===== config.mk =====
export PLATFORM = sky130hd
export DESIGN_NAME = sta_accel
export DESIGN_NICKNAME = d
export VERILOG_FILES = /design/src/hdl/sta_pkg.sv /design/src/hdl/sta_accel.sv
export SDC_FILE = /design/constraint.sdc
export NUM_CORES = 2
export LEC_CHECK = 0
export ABC_AREA = 1
export BUFFER_PORTS_ARGS = -buffer_cell sky130_fd_sc_hd__buf_2
export CORE_UTILIZATION = 45
export DETAILED_ROUTE_END_ITERATION = 16
export GPL_TIMING_DRIVEN = 0
export PLACE_DENSITY_LB_ADDON = 0.2
export SLEW_MARGIN = 40
export SYNTH_ARGS = -nofsm -noshare
export SYNTH_HDL_FRONTEND = slang
export SYNTH_SLANG_ARGS = --single-unit

===== constraint.sdc =====
create_clock -name clk_i -period 3.05 [get_ports clk_i]
set_input_delay 0.4575 -clock clk_i [delete_from_list [all_inputs] [get_ports clk_i]]
set_output_delay 0.4575 -clock clk_i [all_outputs]
set_load 0.02 [all_outputs]

===== src/hdl/sta_pkg.sv =====
// ----------------------------------------------------------------------------
// sta_pkg
// Shared widths, stage counts, register codes and transaction types of the
// arrive steering pipeline.
// ----------------------------------------------------------------------------
package sta_pkg;

  localparam int unsigned ValueWidth  = 24;
  localparam int unsigned CfgWidth    = ValueWidth - 1;
  localparam int unsigned TttWidth    = 16;
  localparam int unsigned FracBits    = 8;
  localparam int unsigned IdxWidth    = 3;

  localparam int unsigned MagWidth    = ValueWidth + 1;
  localparam int unsigned DistWidth   = ValueWidth + 1;
  localparam int unsigned DistSqWidth = 2 * MagWidth;
  localparam int unsigned QuotWidth   = ValueWidth + FracBits;
  localparam int unsigned LenWidth    = QuotWidth + 1;
  localparam int unsigned LenSqWidth  = 2 * LenWidth;

  localparam int unsigned DistStages  = 3 + DistWidth;
  localparam int unsigned SpeedStages = 2 * CfgWidth + 3;
  localparam int unsigned AccelStages = 1 + QuotWidth;
  localparam int unsigned ClampStages = LenWidth + CfgWidth + 4;
  localparam int unsigned Latency     = DistStages + SpeedStages + AccelStages + ClampStages;

  localparam logic [CfgWidth-1:0] MaxSpeedReset   = CfgWidth'(25600);
  localparam logic [CfgWidth-1:0] MaxAccelReset   = CfgWidth'(2560);
  localparam logic [CfgWidth-1:0] StopRadiusReset = CfgWidth'(1280);
  localparam logic [CfgWidth-1:0] SlowRadiusReset = CfgWidth'(25600);
  localparam logic [TttWidth-1:0] TttReset        = TttWidth'(256);

  typedef enum logic [IdxWidth-1:0] {
    IdxMaxSpeed     = 3'd0,
    IdxMaxAccel     = 3'd1,
    IdxStopRadius   = 3'd2,
    IdxSlowRadius   = 3'd3,
    IdxTimeToTarget = 3'd4
  } cfg_idx_e;

  typedef struct packed {
    logic [CfgWidth-1:0] max_speed;
    logic [CfgWidth-1:0] max_accel;
    logic [CfgWidth-1:0] stop_radius;
    logic [CfgWidth-1:0] slow_radius;
    logic [TttWidth-1:0] time_to_target;
  } cfg_t;

  typedef struct packed {
    logic                       valid;
    logic [1:0][ValueWidth-1:0] target;
    logic [1:0][ValueWidth-1:0] pos;
    logic [1:0][ValueWidth-1:0] vel;
  } in_t;

  typedef struct packed {
    logic                       valid;
    logic [1:0]                 neg;
    logic [1:0][MagWidth-1:0]   mag;
    logic [DistWidth-1:0]       dlen;
    logic [1:0][ValueWidth-1:0] vel;
  } dist_t;

  typedef struct packed {
    logic                       valid;
    logic                       stop_hit;
    logic [1:0]                 neg;
    logic [1:0][CfgWidth-1:0]   wv;
    logic [1:0][ValueWidth-1:0] vel;
  } speed_t;

  typedef struct packed {
    logic                      valid;
    logic                      stop_hit;
    logic [1:0]                neg;
    logic [1:0][QuotWidth-1:0] quot;
  } accel_t;

  typedef struct packed {
    logic                       valid;
    logic                       stop_hit;
    logic [1:0][ValueWidth-1:0] accel;
  } out_t;

endpackage


===== src/hdl/sta_accel.sv =====
// ----------------------------------------------------------------------------
// sta_accel
// Velocity error and its division by the time to target, one quotient bit
// per stage on both axes.
// ----------------------------------------------------------------------------
module sta_accel
  import sta_pkg::*;
(
  input  logic   clk_i,
  input  logic   rst_ni,
  input  cfg_t   cfg_i,
  input  speed_t in_i,
  output accel_t out_o
);

  typedef struct packed {
    logic                      stop_hit;
    logic [1:0]                neg;
    logic [1:0][TttWidth-1:0]  rem;
    logic [1:0][QuotWidth-1:0] lo;
  } pipe_t;

  pipe_t                  pipe_d [AccelStages];
  pipe_t                  pipe_q [AccelStages];
  logic [AccelStages-1:0] valid_q;
  logic [TttWidth-1:0]    ttt;

  assign ttt = (cfg_i.time_to_target == '0) ? TttWidth'(1) : cfg_i.time_to_target;

  for (genvar j = 0; j < AccelStages; j++) begin : g_stage
    if (j == 0) begin : g_err
      always_comb begin
        logic [ValueWidth:0] wv;
        logic [ValueWidth:0] err;
        logic [ValueWidth:0] emag;
        pipe_d[j]          = '0;
        pipe_d[j].stop_hit = in_i.stop_hit;
        for (int l = 0; l < 2; l++) begin
          wv   = {2'b00, in_i.wv[l]};
          wv   = in_i.neg[l] ? (~wv + 1'b1) : wv;
          err  = wv - {in_i.vel[l][ValueWidth-1], in_i.vel[l]};
          emag = err[ValueWidth] ? (~err + 1'b1) : err;
          pipe_d[j].neg[l] = err[ValueWidth];
          pipe_d[j].lo[l]  = {emag[ValueWidth-1:0], {FracBits{1'b0}}};
        end
      end
    end else begin : g_div
      always_comb begin
        logic [TttWidth:0] acc;
        logic [TttWidth:0] diff;
        pipe_d[j] = pipe_q[j-1];
        for (int l = 0; l < 2; l++) begin
          acc  = {pipe_q[j-1].rem[l], pipe_q[j-1].lo[l][QuotWidth-1]};
          diff = acc - {1'b0, ttt};
          pipe_d[j].rem[l] = (acc >= {1'b0, ttt}) ? diff[TttWidth-1:0] : acc[TttWidth-1:0];
          pipe_d[j].lo[l]  = {pipe_q[j-1].lo[l][QuotWidth-2:0], acc >= {1'b0, ttt}};
        end
      end
    end
  end

  always_ff @(posedge clk_i or negedge rst_ni) begin
    if (!rst_ni) begin
      valid_q <= '0;
    end else begin
      valid_q <= {valid_q[AccelStages-2:0], in_i.valid};
    end
  end

  always_ff @(posedge clk_i) begin
    pipe_q <= pipe_d;
  end

  assign out_o.valid    = valid_q[AccelStages-1];
  assign out_o.stop_hit = pipe_q[AccelStages-1].stop_hit;
  assign out_o.neg      = pipe_q[AccelStages-1].neg;
  assign out_o.quot     = pipe_q[AccelStages-1].lo;

endmodule


======== After elaboration in Yosys (flattened, before gate mapping) ========
Index checks and enable logic that the tools add are counted.
cells by class
  $add $sub $neg .......................... 68
  $lt $le $gt $ge ......................... 64
  muxes and demuxes ....................... 67
  bitwise logic cells ..................... 4
  reductions and logical operators ........ 1
operators by type and width
  cell                     number
  $ge A17 B16 Y1           62
  $mux W16                 61
  $sub A16 B16 Y16         60
  $add A25 B1 Y25 const B  2
  $mux W25                 2
  $not A23 Y25             2
  $sub A25 B25 Y25         2
  $add A24 B1 Y24 const B  2
  $mux W24                 2
  $not A24 Y24             2
  $ge A1 B16 Y1            2
  $sub A1 B16 Y16          2
  $logic_not A16 Y1        1
  $mux W1                  2
storage, ports and cells
  flip-flop bits (word level) ............. 2780
  input port bits ......................... 208
  output and inout bits ................... 68
  logic and storage cells ................. 415

======== Depth between registers and ports, before layout ========
  depth after elaboration ................. 7
  mapped depth ............................ 28
  gate-level depth less buffers ........... 28

======== Least setup slack after synthesis ========
No wires, ideal clock.
  path type ............................... in2reg
  from .................................... in cfg_i[1] in the netlist's numbering
  to ...................................... reg g_stage[30].g_div.$1.acc[15] (netlist name)
  library setup time ...................... 0.122 ns
  arrival time ............................ 5.018 ns
  data required time ...................... 2.928 ns
  setup slack ............................. -2.091 ns
  stages on the path ...................... 20
  buffers on the path ..................... 2
  path through ............................ inv_1 -> and3_1 -> nand3_1 -> nand2_1 -> inv_2 -> buf_4 -> clkbuf_1 -> fa_1 -> nand2_1 -> nand2_1 -> a21oi_1 -> o21ai_0 -> nand2_1 -> nand2_1 -> nand2_1 -> nand2_1 -> nand2_1 -> nand2_1 -> xnor2_1 -> o21ai_0
RTL lines
  element      RTL line         text
  from (decl)  sta_accel.sv:11  input cfg_t cfg_i,

==> flow_summary.toml <==
[sta]
whs_ns = 0.0791
finalCritPeriodShare_pct = 100
setup_violations = 2
worst_slew_pin_slew_ns = 0.687
min_period_ns = 3.06
worst_slack_ns = -0.0124
hold_viol = 0
rsz0062_at_grt = "true"
fmax_mhz = 327
fin_skew_ns = 0.0555
slew_headroom_pct = 53.8
drv_slew = 0

[synth]
synth-simple-area-share_pct = 16.6
postSynthCellCount = 12835
syn_avg_cell_area_sq_um = 8.92
netlist_area_sq_mm = 0.115
ys_types = 52
synth_ff_type = "dfxtp_1"
synthTopCellsByArea = "dfxtp_1 48%, ha_1 11%, nand2_1 10%"
ys_seq_area_share_pct = 48.7
ys_top_cells_by_count = "3078 x nand2_1, 2747 x dfxtp_1, 1099 x o21ai_0, 1046 x ha_1, 798 x inv_1"
synthMuxAreaShare_pct = 0
yosys.area_share.xor_xnor_pct = 6.50
async_reset_ff_share_pct = 1.19
synth.top_cell.area_share_pct = 48.0
ys_seq_elements = 2780
yosys.area_share.adder_pct = 12.5
synth_most_common_cell = "nand2_1"
yosysTopAreaCell = "dfxtp_1"
synth_compound_area_share_pct = 11.6
synth_top_family_by_area = "simple AND/OR/NAND/NOR gates"
synth_edf_count = 0
syn-num-nets = 14151
yosys_warnings = 0

[min_path]
worstHoldPathType = "input port to flip-flop"

[cts]
tritoncts = "done"
htree_levels = 5
cts.sinks = 2780
cts.path.max_buffers = 4
worstSkewPairLatency_ns = 0.92
cts-root-buf = "clkbuf_16"
clk_pin_slew_ns = 0.06
numCtsBuffers = 305

[floorplanning]
die_h_um = 506
io_pins = 276
coreArea_sq_mm = 0.252
start_util_pct = 45.4
rows = 184
die-area_sq_mm = 0.257
die_w_um = 506

[critical_path]
cp-end-kind = "flip-flop"
crit_chain = "buf_2 > clkinvlp_4 > buf_16 > buf_16 > nand2_1 > nor2_2 > nand3_1 > nand2_4 > buf_12 > buf_16 > ha_4 > inv_1 > nand3_1 > nand2_1 > a21oi_2 > o21ai_1 > nand3_1 > o2111ai_1 > nand2_1 > nand2_2 > inv_2 > clkbuf_4 > o21ai_0"
crit_path_start_kind = "input port"
reg2reg_slack_ns = 0.47
critPathTopFamily = "buffers and inverters"
cp_slowest_stage_delay_ns = 0.31
crit_type = "input port to flip-flop"
crit_fanout = 10
crit_buf_inv = 9
cp_slowest_cell = "o21ai_1"
worstPathRequired_ns = 3.87
crit_arrival_ns = 3.88

[outcome]
violations = "setup timing"
status = "finished with violations"

[routing]
vias = 86469
wl_um = 281000
drt-wirelength-per-cell_um = 16.5
via_per_inst = 5.06
drtAntennaViolNets = 0
first_pass_iters = 9
drc = 0
drt_iter0_markers = 4942

[place]
gp_congestion = 0.884
pre_cts_ws_ns = -2.49
hpwlAfterDp_um = 200000
placed_cell_area_sq_mm = 0.121
io_buffer_count = 182

[finish]
drive_gt1_share_pct = 11.8
post-route-util_pct = 53.3
nets = 14818
area_growth_syn_to_layout_pct = 17.3
design_area_sq_mm = 0.134
fillers = 22871

[job]
max_cap_viol_count = 0

[grt]
grt_max_degree = 39
antenna_found_initial = 7
grt_pass1_vias = 84187
grt_pass1_wl_um = 440000
track_usage_pct = 21.3
grt-ovfl-total = 0

[power_and_ir_drop]
powerDensity_mw_per_mm2 = 1110
irDropWorstVdd_uv = 631
p_total_mw = 149
p_leak_nw = 61.5
-- final timing paths --
path                       cells after the start                     endpoint         start
min in group asynchronous                      2                  valid_q[29]        rst_ni
max reg2reg                                   10                  pipe_q[566]   pipe_q[671]
max                                           23                 pipe_q[1761]      cfg_i[5]
min                                            4  g_stage[2].g_div.$1.acc[13]     cfg_i[10]
max in group asynchronous                      2                   valid_q[2]        rst_ni
min reg2reg                                    0                 pipe_d[2281]  pipe_d[2379]
-- stage by stage --
step / instances / setup TNS, ns
3_5_place_dp: 16420 / -2209.96
2_1_floorplan: 12835 / -897.56
4_1_cts: 17013 / -0.290
5_1_grt: 17076 / -1.44
6_report: 17078 / -0.0138
3_3_place_gp: 16365 / -4008.24
-- routing by layer --
layer / vias to the layer above / wire length (um) / global-route usage, %
met5: - / 13 / 0
met4: 2 / 9270 / 7.63
met3: 584 / 12300 / 2.88
met2: 1855 / 130000 / 35.8
met1: 39815 / 130000 / 27.8
li1: 44213 / - / -
-- where the power goes --
| part | leakage (nW) | internal, mW | switching [mW] |
|---|---|---|---|
| sequential | 23.2 | 49.4 | 5.46 |
| combinational | 33.4 | 23.4 | 34.6 |
| clock | 4.95 | 22.1 | 14.4 |
-- tightest hold or removal path, stage by stage --
cell and delay (ns):
buf_2 0.09, inv_1 0.05, clkbuf_8 0.21, a21oi_1 0.15
-- logic make-up (layout without fill, tap and decap cells) --
| logic type | after synthesis | after routing |
|---|---|---|
| flip-flops | 2780 | 2780 |
| AND/OR/NAND/NOR | 4610 | 4610 |
| XOR/XNOR | 843 | 843 |
| other | 0 | 3 |
| adder cells (fa/ha/maj) | 1108 | 1108 |
| AO/OA/AOI/OAI | 2414 | 2414 |
| buffers and inverters | 1080 | 1972 |
-- layout make-up --
type | instances | area (sq um) | share of cell area, %
Sequential cell | 2780 | 55800 | 41.5
Multi-Input combinational cell | 8975 | 55600 | 41.4
Clock buffer | 392 | 8570 | 6.37
Tap cell | 3348 | 4190 | 3.12
Timing Repair Buffer | 361 | 3300 | 2.45
Inverter | 826 | 3190 | 2.37
Buffer | 253 | 2120 | 1.58
Clock inverter | 140 | 1610 | 1.20
Antenna cell | 3 | 7.51 | 0.00559
-- flip-flops by register name, summed over array words and instances (netlist names) --
signal and count:
g_stage.g_div.$1.acc 520, out_o 67, pipe_d 1640, pipe_q 520, valid_q 33
-- placed cells by master, fill, tap and decap left out, types with 83 or more instances in the layout --
| master | count |
|---|---|
| o21ai_2 | 83 |
| ha_1 | 996 |
| clkbuf_16 | 313 |
| nor2_1 | 614 |
| nand2_1 | 3020 |
| nand4_1 | 129 |
| buf_2 | 220 |
| buf_4 | 213 |
| o21ai_1 | 122 |
| xnor2_1 | 516 |
| a21o_1 | 151 |
| o21ai_0 | 1013 |
| a21oi_1 | 709 |
| inv_1 | 750 |
| dfxtp_1 | 2747 |
| xor2_1 | 308 |
| nand3_1 | 474 |
-- timing repair --
action	4_1_cts	5_1_grt
setup endpoints to repair	1098	850
hold endpoints to repair	59	0
setup buffers	40	64
hold buffers	18	0
resized for setup	260	397
gates cloned	12	6
pin swaps	22	95
Note: power is estimated with default switching activity, not from simulation.
